### config.mk
export PLATFORM = sky130hd
export DESIGN_NAME = timed_thermostat_controller_unit
export DESIGN_NICKNAME = d
export VERILOG_FILES = /design/src/rtl/core/ttc_pkg.sv /design/src/rtl/core/timed_thermostat_controller_unit.sv
export VERILOG_INCLUDE_DIRS = /design/src /design/src/rtl/core
export SDC_FILE = /design/constraint.sdc
export NUM_CORES = 1
export LEC_CHECK = 0
export BUFFER_PORTS_ARGS = -buffer_cell sky130_fd_sc_hd__buf_2
export CORE_MARGIN = 5
export CORE_UTILIZATION = 39
export CTS_CLUSTER_SIZE = 12
export DETAILED_ROUTE_END_ITERATION = 8
export PLACE_DENSITY = 0.55
export SLEW_MARGIN = 20
export SYNTH_ARGS = -nofsm -noshare
export SYNTH_HDL_FRONTEND = slang
export SYNTH_SLANG_ARGS = --single-unit
### constraint.sdc
create_clock -name clock -period 7.4 [get_ports clock]
set_input_delay 0.74 -clock clock [delete_from_list [all_inputs] [get_ports clock]]
set_output_delay 0.74 -clock clock [all_outputs]
set_load 0.005 [all_outputs]
### src/rtl/core/timed_thermostat_controller_unit_assert.svh
// Assertion macros for the timed thermostat controller.
// Expects signals named clock and reset in the including module.
`ifndef TIMED_THERMOSTAT_CONTROLLER_UNIT_ASSERT_SVH
`define TIMED_THERMOSTAT_CONTROLLER_UNIT_ASSERT_SVH

// Condition that must hold at every clock edge out of reset.
`define TTC_ASSERT_ALWAYS(label, cond, msg) \
   label: assert property (@(posedge clock) disable iff (reset) (cond)) else $error(msg);

// Same-cycle implication.
`define TTC_ASSERT_IMPLY(label, ante, cons, msg) \
   label: assert property (@(posedge clock) disable iff (reset) (ante) |-> (cons)) \
      else $error(msg);

`endif

### src/rtl/core/ttc_pkg.sv
// Shared types and constants for the timed thermostat controller.
// No dependencies.
package ttc_pkg;

   // request kinds
   localparam logic [1:0] KIND_BYTE  = 2'd0;
   localparam logic [1:0] KIND_TICK  = 2'd1;
   localparam logic [1:0] KIND_ADC   = 2'd2;
   localparam logic [1:0] KIND_START = 2'd3;

   // controller modes
   localparam logic [1:0] MODE_WAIT  = 2'd0;
   localparam logic [1:0] MODE_ARMED = 2'd1;
   localparam logic [1:0] MODE_HEAT  = 2'd2;
   localparam logic [1:0] MODE_REG   = 2'd3;

   // register indexes
   localparam int CSR_INDEX_W = 4;
   localparam logic [CSR_INDEX_W-1:0] CSR_TICKS = 4'd0;
   localparam logic [CSR_INDEX_W-1:0] CSR_GAIN  = 4'd1;
   localparam int CSR_DATA_W = 10;
   localparam logic [CSR_DATA_W-1:0] TICKS_RESET = 10'd1000;
   localparam logic [CSR_DATA_W-1:0] GAIN_RESET  = 10'd488;

   // characters
   localparam logic [7:0] CHAR_CR   = 8'd13;
   localparam logic [7:0] CHAR_ZERO = 8'd48;
   localparam logic [7:0] CHAR_NINE = 8'd57;

   // parameter defaults
   localparam int RX_BUFFER_LEN_DEF    = 20;
   localparam int TIME_FIELD_START_DEF = 8;

   // temperature arithmetic
   localparam int TEMP_W      = 20;            // thousandths of a degree
   localparam int SP_MILLI_W  = 17;            // setpoint in thousandths, max 99900
   localparam int SEC_W       = 16;
   localparam int DIV_K       = 30;            // x/1000 == (x*DIV_MUL)>>DIV_K, x < 2^20
   localparam int DIV_MUL_W   = 21;
   localparam logic [DIV_MUL_W-1:0] DIV_MUL = 21'd1073742;
   localparam int QUOT_W      = 11;            // max 1046
   localparam int DIV10_K     = 11;            // x/10 == (x*205)>>11, x < 1029
   localparam logic [7:0] DIV10_MUL = 8'd205;

   typedef struct packed {
      logic [1:0] kind;
      logic [9:0] payload;
   } req_type;

   typedef struct packed {
      logic        heater_on;
      logic [1:0]  mode;
      logic        sample_request;
      logic        show_waiting;
      logic        display_changed;
      logic [9:0]  shown_degrees;
      logic [6:0]  shown_hundredths;
      logic [15:0] shown_seconds;
   } rsp_type;

   // decoded request as it moves down the front pipeline
   typedef struct packed {
      logic [1:0]        kind;
      logic              is_cr;
      logic [3:0]        digit;
      logic [TEMP_W-1:0] product;
      logic [QUOT_W-1:0] quot;
      logic [6:0]        hund;
   } evt_type;

endpackage

### src/rtl/core/timed_thermostat_controller_unit.sv
// Timed thermostat controller, top level.
// Depends on ttc_pkg and timed_thermostat_controller_unit_assert.svh.

// Bang-bang heater controller with a countdown, driven by one event per
// request (serial byte, 1 ms tick, ADC sample, start press) and answering each
// request with exactly one response. Requests are accepted one per clock while
// the pipeline is not stalled; each passes stage registers s1, s2 and s3, then
// the response register. The front three stages depend on the request and the
// gain CSR alone (ADC scaling multiply, divide by 1000 through a reciprocal
// multiply, hundredths by a small constant multiply); the last stage updates the
// controller state and loads the response register, so one request per cycle
// is sustained with no hazards while the receiver takes responses. Each stage
// stalls only when the stage after it is full and not moving, so empty stages
// keep taking requests while a response waits. CSR writes are always ready and
// take effect at once; write them only while the block is idle.
module timed_thermostat_controller_unit #(
   parameter int RX_BUFFER_LEN    = ttc_pkg::RX_BUFFER_LEN_DEF,
   parameter int TIME_FIELD_START = ttc_pkg::TIME_FIELD_START_DEF
) (
   input  logic                             clock,
   input  logic                             reset,
   input  logic                             req_valid,
   output logic                             req_ready,
   input  ttc_pkg::req_type                 req_data,
   output logic                             rsp_valid,
   input  logic                             rsp_ready,
   output ttc_pkg::rsp_type                 rsp_data,
   input  logic                             csr_valid,
   output logic                             csr_ready,
   input  logic [ttc_pkg::CSR_INDEX_W-1:0]  csr_index,
   input  logic [ttc_pkg::CSR_DATA_W-1:0]   csr_data
);

   // receive position must hold the buffer length and the time field start
   localparam int POS_MAX = (RX_BUFFER_LEN > TIME_FIELD_START) ?
                            RX_BUFFER_LEN : TIME_FIELD_START;
   localparam int POS_W = $clog2(POS_MAX + 1);
   localparam logic [POS_W-1:0] RX_LEN_P   = POS_W'(RX_BUFFER_LEN);
   localparam logic [POS_W-1:0] TIME_POS_P = POS_W'(TIME_FIELD_START);
   localparam logic [POS_W-1:0] POS_TENS   = POS_W'(2);
   localparam logic [POS_W-1:0] POS_UNITS  = POS_W'(3);
   localparam logic [POS_W-1:0] POS_TENTH  = POS_W'(5);

   localparam int TW = ttc_pkg::TEMP_W;
   localparam int SW = ttc_pkg::SEC_W;
   localparam int MW = ttc_pkg::SP_MILLI_W;

   // ------------------------------------------------------------------
   // CSRs
   // ------------------------------------------------------------------
   logic [ttc_pkg::CSR_DATA_W-1:0] ticks_ff;
   logic [ttc_pkg::CSR_DATA_W-1:0] gain_ff;

   assign csr_ready = 1'b1;

   always_ff @(posedge clock) begin
      if (reset) begin
         ticks_ff <= ttc_pkg::TICKS_RESET;
         gain_ff  <= ttc_pkg::GAIN_RESET;
      end else if (csr_valid) begin
         case (csr_index)
            ttc_pkg::CSR_TICKS: ticks_ff <= csr_data;
            ttc_pkg::CSR_GAIN:  gain_ff  <= csr_data;
            default: ;   // unknown index, dropped
         endcase
      end
   end

   // ------------------------------------------------------------------
   // Pipeline flow control
   // ------------------------------------------------------------------
   logic v1_ff, v2_ff, v3_ff, rsp_valid_ff;
   logic rdy1, rdy2, rdy3, out_rdy, fire;

   assign out_rdy   = !rsp_valid_ff || rsp_ready;
   assign fire      = v3_ff && out_rdy;
   assign rdy3      = !v3_ff || out_rdy;
   assign rdy2      = !v2_ff || rdy3;
   assign rdy1      = !v1_ff || rdy2;
   assign req_ready = rdy1;
   assign rsp_valid = rsp_valid_ff;

   always_ff @(posedge clock) begin
      if (reset) begin
         v1_ff        <= 1'b0;
         v2_ff        <= 1'b0;
         v3_ff        <= 1'b0;
         rsp_valid_ff <= 1'b0;
      end else begin
         if (rdy1)    v1_ff        <= req_valid;
         if (rdy2)    v2_ff        <= v1_ff;
         if (rdy3)    v3_ff        <= v2_ff;
         if (out_rdy) rsp_valid_ff <= v3_ff;
      end
   end

   // ------------------------------------------------------------------
   // Stage 1: decode byte, scale ADC sample
   // ------------------------------------------------------------------
   ttc_pkg::evt_type s1_ff, s1_in, s2_ff, s2_in, s3_ff, s3_in;
   logic [7:0]    rx_byte;
   logic [TW-1:0] scaled;

   assign rx_byte = req_data.payload[7:0];
   assign scaled  = TW'(req_data.payload) * TW'(gain_ff);

   always_comb begin
      s1_in         = '0;
      s1_in.kind    = req_data.kind;
      s1_in.is_cr   = (rx_byte == ttc_pkg::CHAR_CR);
      // non-digit counts as zero
      if (rx_byte >= ttc_pkg::CHAR_ZERO && rx_byte <= ttc_pkg::CHAR_NINE) begin
         s1_in.digit = 4'(rx_byte - ttc_pkg::CHAR_ZERO);
      end
      s1_in.product = scaled;
   end

   // ------------------------------------------------------------------
   // Stage 2: whole degrees = product / 1000 via reciprocal
   // ------------------------------------------------------------------
   localparam int RECIP_W = TW + ttc_pkg::DIV_MUL_W;
   logic [RECIP_W-1:0] recip;

   assign recip = RECIP_W'(s1_ff.product) * RECIP_W'(ttc_pkg::DIV_MUL);

   always_comb begin
      s2_in      = s1_ff;
      s2_in.quot = recip[ttc_pkg::DIV_K +: ttc_pkg::QUOT_W];
   end

   // ------------------------------------------------------------------
   // Stage 3: hundredths = (product mod 1000) / 10
   // ------------------------------------------------------------------
   logic [TW-1:0] rem_full;
   logic [17:0]   hund_full;

   assign rem_full  = s2_ff.product - TW'(s2_ff.quot) * TW'(1000);
   assign hund_full = 18'(rem_full[9:0]) * 18'(ttc_pkg::DIV10_MUL);

   always_comb begin
      s3_in      = s2_ff;
      s3_in.hund = hund_full[ttc_pkg::DIV10_K +: 7];
   end

   always_ff @(posedge clock) begin
      if (req_valid && rdy1) s1_ff <= s1_in;
      if (v1_ff && rdy2)     s2_ff <= s2_in;
      if (v2_ff && rdy3)     s3_ff <= s3_in;
   end

   // ------------------------------------------------------------------
   // Stage 4: controller state and response register
   // ------------------------------------------------------------------
   logic [1:0]       mode_ff, mode_in, mode_mid;
   logic             heater_ff, heater_in;
   logic             cnt_en_ff, cnt_en_in;
   logic             wpend_ff, wpend_in;
   logic [9:0]       tick_ff, tick_in;
   logic [POS_W-1:0] pos_ff, pos_in;
   logic [3:0]       p_tens_ff, p_tens_in, p_units_ff, p_units_in, p_tenth_ff, p_tenth_in;
   logic [SW-1:0]    p_sec_ff, p_sec_in;
   logic [3:0]       s_tens_ff, s_tens_in, s_units_ff, s_units_in, s_tenth_ff, s_tenth_in;
   logic [MW-1:0]    s_milli_ff, s_milli_in;
   logic [SW-1:0]    sec_left_ff, sec_left_in;
   logic [TW-1:0]    temp_ff, temp_in;
   logic [9:0]       t_deg_ff, t_deg_in;
   logic [6:0]       t_hund_ff, t_hund_in;
   logic [9:0]       sh_deg_ff, sh_deg_in;
   logic [6:0]       sh_hund_ff, sh_hund_in;
   logic [SW-1:0]    sh_sec_ff, sh_sec_in;
   ttc_pkg::rsp_type rsp_ff, rsp_in;

   logic             reached, sample_req, show_wait;
   logic [19:0]      sec_acc;
   logic [MW-1:0]    p_milli;

   // setpoint of the pending command, thousandths of a degree
   assign p_milli = MW'(p_tens_ff) * MW'(10000) + MW'(p_units_ff) * MW'(1000) +
                    MW'(p_tenth_ff) * MW'(100);
   assign sec_acc = 20'(p_sec_ff) * 20'd10 + 20'(s3_ff.digit);

   always_comb begin
      mode_mid    = mode_ff;
      heater_in   = heater_ff;
      cnt_en_in   = cnt_en_ff;
      wpend_in    = wpend_ff;
      tick_in     = tick_ff;
      pos_in      = pos_ff;
      p_tens_in   = p_tens_ff;
      p_units_in  = p_units_ff;
      p_tenth_in  = p_tenth_ff;
      p_sec_in    = p_sec_ff;
      s_tens_in   = s_tens_ff;
      s_units_in  = s_units_ff;
      s_tenth_in  = s_tenth_ff;
      s_milli_in  = s_milli_ff;
      sec_left_in = sec_left_ff;
      temp_in     = temp_ff;
      t_deg_in    = t_deg_ff;
      t_hund_in   = t_hund_ff;
      sample_req  = 1'b0;
      show_wait   = 1'b0;

      // event phase
      case (s3_ff.kind)
         ttc_pkg::KIND_BYTE: begin
            if (s3_ff.is_cr) begin
               // load and arm; heater and countdown enable untouched
               s_tens_in   = p_tens_ff;
               s_units_in  = p_units_ff;
               s_tenth_in  = p_tenth_ff;
               s_milli_in  = p_milli;
               sec_left_in = p_sec_ff;
               mode_mid    = ttc_pkg::MODE_ARMED;
               pos_in      = '0;
               p_tens_in   = '0;
               p_units_in  = '0;
               p_tenth_in  = '0;
               p_sec_in    = '0;
            end else if (pos_ff < RX_LEN_P) begin
               if (pos_ff == POS_TENS)  p_tens_in  = s3_ff.digit;
               if (pos_ff == POS_UNITS) p_units_in = s3_ff.digit;
               if (pos_ff == POS_TENTH) p_tenth_in = s3_ff.digit;
               if (pos_ff >= TIME_POS_P) begin
                  p_sec_in = (sec_acc > 20'hFFFF) ? '1 : sec_acc[SW-1:0];
               end
               pos_in = pos_ff + POS_W'(1);
            end
         end
         ttc_pkg::KIND_TICK: begin
            if (tick_ff >= ticks_ff) begin
               tick_in    = '0;
               sample_req = 1'b1;
               if (cnt_en_ff && sec_left_ff != '0) sec_left_in = sec_left_ff - SW'(1);
            end else begin
               tick_in = tick_ff + 10'd1;
            end
         end
         ttc_pkg::KIND_ADC: begin
            temp_in   = s3_ff.product;
            t_deg_in  = s3_ff.quot[9:0];
            t_hund_in = s3_ff.hund;
         end
         ttc_pkg::KIND_START: begin
            if (mode_ff == ttc_pkg::MODE_ARMED) begin
               heater_in = 1'b1;
               mode_mid  = ttc_pkg::MODE_HEAT;
            end
         end
         default: ;
      endcase

      reached    = (temp_in >= TW'(s_milli_in));
      mode_in    = mode_mid;
      sh_deg_in  = sh_deg_ff;
      sh_hund_in = sh_hund_ff;
      sh_sec_in  = sh_sec_ff;

      // mode phase
      case (mode_mid)
         ttc_pkg::MODE_WAIT: begin
            // shown values hold
            if (wpend_ff) begin
               show_wait = 1'b1;
               wpend_in  = 1'b0;
            end
         end
         ttc_pkg::MODE_ARMED: begin
            sh_deg_in  = 10'(s_tens_in) * 10'd10 + 10'(s_units_in);
            sh_hund_in = 7'(s_tenth_in) * 7'd10;
            sh_sec_in  = sec_left_in;
         end
         ttc_pkg::MODE_HEAT: begin
            sh_deg_in  = t_deg_in;
            sh_hund_in = t_hund_in;
            sh_sec_in  = sec_left_in;
            if (reached) mode_in = ttc_pkg::MODE_REG;
         end
         default: begin
            // regulating with countdown
            cnt_en_in  = 1'b1;
            sh_deg_in  = t_deg_in;
            sh_hund_in = t_hund_in;
            sh_sec_in  = sec_left_in;
            heater_in  = !reached;
            if (sec_left_in == '0) begin
               mode_in    = ttc_pkg::MODE_WAIT;
               heater_in  = 1'b0;
               cnt_en_in  = 1'b0;
               wpend_in   = 1'b1;
               s_tens_in  = '0;
               s_units_in = '0;
               s_tenth_in = '0;
               s_milli_in = '0;
               pos_in     = '0;
               p_tens_in  = '0;
               p_units_in = '0;
               p_tenth_in = '0;
               p_sec_in   = '0;
            end
         end
      endcase

      rsp_in.heater_on        = heater_in;
      rsp_in.mode             = mode_in;
      rsp_in.sample_request   = sample_req;
      rsp_in.show_waiting     = show_wait;
      rsp_in.display_changed  = (sh_deg_in != sh_deg_ff) || (sh_hund_in != sh_hund_ff) ||
                                (sh_sec_in != sh_sec_ff);
      rsp_in.shown_degrees    = sh_deg_in;
      rsp_in.shown_hundredths = sh_hund_in;
      rsp_in.shown_seconds    = sh_sec_in;
   end

   always_ff @(posedge clock) begin
      if (reset) begin
         mode_ff     <= ttc_pkg::MODE_WAIT;
         heater_ff   <= 1'b0;
         cnt_en_ff   <= 1'b0;
         wpend_ff    <= 1'b1;
         tick_ff     <= '0;
         pos_ff      <= '0;
         p_tens_ff   <= '0;
         p_units_ff  <= '0;
         p_tenth_ff  <= '0;
         p_sec_ff    <= '0;
         s_tens_ff   <= '0;
         s_units_ff  <= '0;
         s_tenth_ff  <= '0;
         s_milli_ff  <= '0;
         sec_left_ff <= '0;
         temp_ff     <= '0;
         t_deg_ff    <= '0;
         t_hund_ff   <= '0;
         sh_deg_ff   <= '0;
         sh_hund_ff  <= '0;
         sh_sec_ff   <= '0;
      end else if (fire) begin
         mode_ff     <= mode_in;
         heater_ff   <= heater_in;
         cnt_en_ff   <= cnt_en_in;
         wpend_ff    <= wpend_in;
         tick_ff     <= tick_in;
         pos_ff      <= pos_in;
         p_tens_ff   <= p_tens_in;
         p_units_ff  <= p_units_in;
         p_tenth_ff  <= p_tenth_in;
         p_sec_ff    <= p_sec_in;
         s_tens_ff   <= s_tens_in;
         s_units_ff  <= s_units_in;
         s_tenth_ff  <= s_tenth_in;
         s_milli_ff  <= s_milli_in;
         sec_left_ff <= sec_left_in;
         temp_ff     <= temp_in;
         t_deg_ff    <= t_deg_in;
         t_hund_ff   <= t_hund_in;
         sh_deg_ff   <= sh_deg_in;
         sh_hund_ff  <= sh_hund_in;
         sh_sec_ff   <= sh_sec_in;
      end
   end

   always_ff @(posedge clock) begin
      if (fire) rsp_ff <= rsp_in;
   end

   assign rsp_data = rsp_ff;

   // ------------------------------------------------------------------
   // Assertions
   // ------------------------------------------------------------------
`include "timed_thermostat_controller_unit_assert.svh"

   `TTC_ASSERT_IMPLY(a_wait_heater_off,
      rsp_valid_ff && rsp_ff.mode == ttc_pkg::MODE_WAIT, !rsp_ff.heater_on,
      "heater on while waiting")
   `TTC_ASSERT_IMPLY(a_show_wait_mode,
      rsp_valid_ff && rsp_ff.show_waiting, rsp_ff.mode == ttc_pkg::MODE_WAIT,
      "waiting message outside waiting mode")
   `TTC_ASSERT_IMPLY(a_sample_tick_clear,
      rsp_valid_ff && rsp_ff.sample_request, tick_ff == '0,
      "sample request without tick counter restart")
   `TTC_ASSERT_IMPLY(a_wait_countdown_off,
      rsp_valid_ff && rsp_ff.mode == ttc_pkg::MODE_WAIT, !cnt_en_ff,
      "countdown enabled while waiting")
   `TTC_ASSERT_ALWAYS(a_pos_bound, pos_ff <= RX_LEN_P, "receive position past buffer length")

endmodule

==> metrics.md <==
| Metric | Value |
|---|---|
| Status | `completed` |
| Post-synthesis simple-gate area fraction | `12.9%` |
| Max_slew headroom | `27.0%` |
| Synth Area per Inst | `9.54 um2` |
| Post-synthesis sequential area ratio | `29.1%` |
| First-pass GRT wire length | `112,000 um` |
| Initial Util | `39.3%` |
| DP HPWL | `53,500 um` |
| DRT antenna net count | `0` |
| TritonCTS Sinks | `334` |
| Worst-case reg-to-reg path depth | `23` |
| Arr. time, crit path | `7250 ps` |
| DRC | `0` |
| Worst-Margin Slew | `1090 ps` |
| Synth warn | `0` |
| Post-CTS Setup Inserts | `0` |
| Total gr overflow | `0` |
| Setup tns final | `0 ps` |
| Max_cap viols | `0` |
| Post-synthesis mux area share | `2.86%` |
| Adder-Cell Fraction of Synth Area | `32.5%` |
| DR pass1 iterations | `7` |
| Top delay family on crit path | `adder cells` |
| Die width | `278 um` |
| CP Launch Point | `s2_ff[7]$_DFFE_PP_` |
| Synth Register Bits | `334` |
| Clock Skews | `44.9 ps` |
| Final worst path period need | `6950 ps` |
| Worst r2r src | `s2_ff[7]$_DFFE_PP_` |
| Routed Wire Length | `69,100 um` |
| Largest net degree at the start of global routing | `84` |
| Worst hold endpoint | `s1_ff[44]$_DFFE_PP_` |
| Via density per instance | `5.26` |
| Final Max Tran Viols | `0` |
| Clk root buf | `clkbuf_16` |
| Most used DFF post-synth | `dfxtp_1` |
| DIE AREA | `77,400 um2` |
| Syn nets | `3,584` |
| Routed len/inst | `17.5 um` |
| Most common cell after layout, fill and taps aside | `ha_1` |
| Die Height | `278 um` |
| Critical path class | `reg -> reg` |
| Site Rows | `98` |
| Number of I/O port buffers | `71` |
| Clock buffer depth | `3` |
| Worst path required time | `7700 ps` |
| Yosys cell types | `94` |
| Length of routed met3 wiring | `2440 um` |
| H-tree levels | `2` |
| HP Start | `req_data[11]` |
| Critical path buffer and inverter count | `2` |
| CP max stage cell | `fa_1` |
| Startpoint types | `flip-flop` |
| R2r endpoint | `s3_ff[6]$_DFFE_PP_` |
| Crit path largest cell delay | `570 ps` |
| Ant diodes | `0` |
| Number of global-route vias before repair | `21,200` |
| Cell Chain, Critical Path | `ha_1 -> ha_1 -> inv_1 -> fa_1 -> fa_1 -> inv_1 -> ha_1 -> xor2_1 -> ha_1 -> xor2_1 -> ha_1 -> fa_1 -> fa_1 -> fa_1 -> ha_1 -> nand3_1 -> nand2_1 -> a41oi_1 -> a21oi_1 -> and2_1 -> o21a_1 -> nor2_1 -> xnor2_1` |
| XOR/XNOR share of the synthesized area | `4.18%` |
| Post-Syn Instances | `2,940` |
| Final hold vios | `0` |
| Fmax | `0.144 GHz` |
| DR vias | `20,800` |
| Boundary pin count | `73` |
| Ys async rst share | `0%` |
| 1st-iter DRT viols | `1,203` |
| Reg clk slew, reported paths | `60 ps` |
| CTS tree | `yes` |
| Setup violations, final | `0` |
| Most frequent cells in the layout | `420 x ha_1, 387 x inv_1, 297 x nand2_1` |
| Hold Crit Class | `in -> reg` |
| Nets | `3,607` |
| CTS Buf Count | `41` |
| Highest Signal Layer | `met4` |
| Routed met1 length | `31,700 um` |
| R2r setup slk | `450 ps` |
| Layout cells sized above 1 | `7.21%` |
| CP Max Fanout | `5` |
| Initial antenna violation count | `0` |
| Crit end category | `flip-flop` |
| Synth Area in Compound Gates | `11.6%` |
| Hold_buf cts | `0` |
| Layout area overhead | `9.73%` |
| RePlAce Congestion | `0.861` |
| RSZ-0062 raised after global routing | `false` |
| Mapped cell area | `28,100 um2` |
| Top cell by count, worst path | `ha_1` |
| Hold_ws | `367 ps` |
| DR WL met2 | `33,100 um` |
| Largest family of logic cells by synthesized area | `adder cells` |
| Core Box Area | `71,400 um2` |
| Number of synthesized flops with an enable pin | `147` |
| Fin crit share | `93.9%` |
| Skew-Pair Late Insertion Delay | `590 ps` |
| Hold depth | `1` |
| Total track usage | `17.6%` |
==> sequential cells by signal (all words and copies together), names as in the netlist, 10 cells and up <==
signal / cells
tick_ff: 10
s2_ff: 37
ticks_ff: 10
t_deg_ff: 10
s1_ff: 27
rsp_data: 39
s_milli_ff: 17
p_sec_ff: 16
gain_ff: 10
sh_sec_ff: 16
temp_ff: 20
sec_left_ff: 16
s3_ff: 44
sh_deg_ff: 10
==> final cells by class <==
type / count / area [um2]
fillers: 6985 / 40600
multi-input cells: 2101 / 18000
flip-flops and latches: 334 / 8160
inverters: 389 / 1460
well taps: 950 / 1190
clock buffers: 52 / 1100
repair buffers: 96 / 563
clock inverters: 24 / 282
==> cell families (layout without fill, tap and decap cells) <==
| family | count (synthesis) | after routing |
|---|---|---|
| muxes | 77 | 77 |
| DFF | 334 | 334 |
| other | 1 | 1 |
| AOI/OAI and AO/OA | 497 | 497 |
| xor gates and xnor gates | 134 | 134 |
| buffers and inverters | 505 | 561 |
| and+or+nand+nor | 778 | 778 |
| adders and majority gates | 614 | 614 |
==> how the worst max path moves through the flow <==
stage	endpoint	slack, ps	cells past startpoint
3_5_place_dp	s3_ff[6]$_DFFE_PP_	420	23
3_3_place_gp	s3_ff[6]$_DFFE_PP_	540	23
4_1_cts	s3_ff[6]$_DFFE_PP_	410	23
6_report	s3_ff[6]$_DFFE_PP_	450	23
2_1_floorplan	s3_ff[6]$_DFFE_PP_	880	24
5_1_grt	s3_ff[6]$_DFFE_PP_	50	23
==> per-layer routing <==
layer | vias up | GRT usage (%)
li1 | 10100 | -
met1 | 10100 | 23.7
met2 | 414 | 30.0
met3 | 106 | 2.16
met4 | 0 | 4.98
met5 | - | 0
==> worst register-to-register path: stages, from the launching register on <==
cell,delay [ps]
edfxtp_1,470
ha_1,390
ha_1,290
inv_1,50
fa_1,510
fa_1,520
inv_1,50
ha_1,310
xor2_1,150
ha_1,300
xor2_1,410
ha_1,350
fa_1,570
fa_1,440
fa_1,430
ha_1,350
nand3_1,110
nand2_1,60
a41oi_1,250
a21oi_1,150
and2_1,190
o21a_1,180
nor2_1,110
xnor2_1,70
==> cell usage after synthesis, types with 26 or more instances <==
| cell | instances | share of area, % |
|---|---|---|
| o21ai_0 | 84 | 1.5 |
| fa_1 | 192 | 14 |
| a211oi_1 | 26 | 0.70 |
| mux2i_1 | 52 | 1.9 |
| clkbuf_1 | 100 | 1.3 |
| nor3_1 | 59 | 1.1 |
| edfxtp_1 | 147 | 16 |
| nor2_1 | 193 | 2.6 |
| xnor2_1 | 91 | 2.8 |
| xor2_1 | 43 | 1.3 |
| nand3_1 | 32 | 0.57 |
| dfxtp_1 | 187 | 13 |
| a21oi_1 | 171 | 3.0 |
| nand2_1 | 297 | 4.0 |
| inv_1 | 387 | 5.2 |
| ha_1 | 421 | 19 |
| and2_1 | 62 | 1.4 |
==> through the flow <==
step | area, um2 | utilization (%) | std cells | setup slack [ps]
after floorplan | 28100 | - | 2940 | 875
after global placement | 29400 | 41.1 | 3868 | 541
after detailed placement | 29400 | 41.2 | 3869 | 418
after CTS | 30700 | 43.1 | 3945 | 410
after global routing | 30800 | 43.1 | 3946 | 51.7
final | 30800 | 43.1 | 3946 | 451
==> timing repair <==
action,CTS,global route
setup endpoints to repair,0,4
gates resized for setup,0,5
hold endpoints to repair,0,0
Power is not shown: default switching activity piles up to over one toggle a cycle in this logic, so the estimate is an artifact.
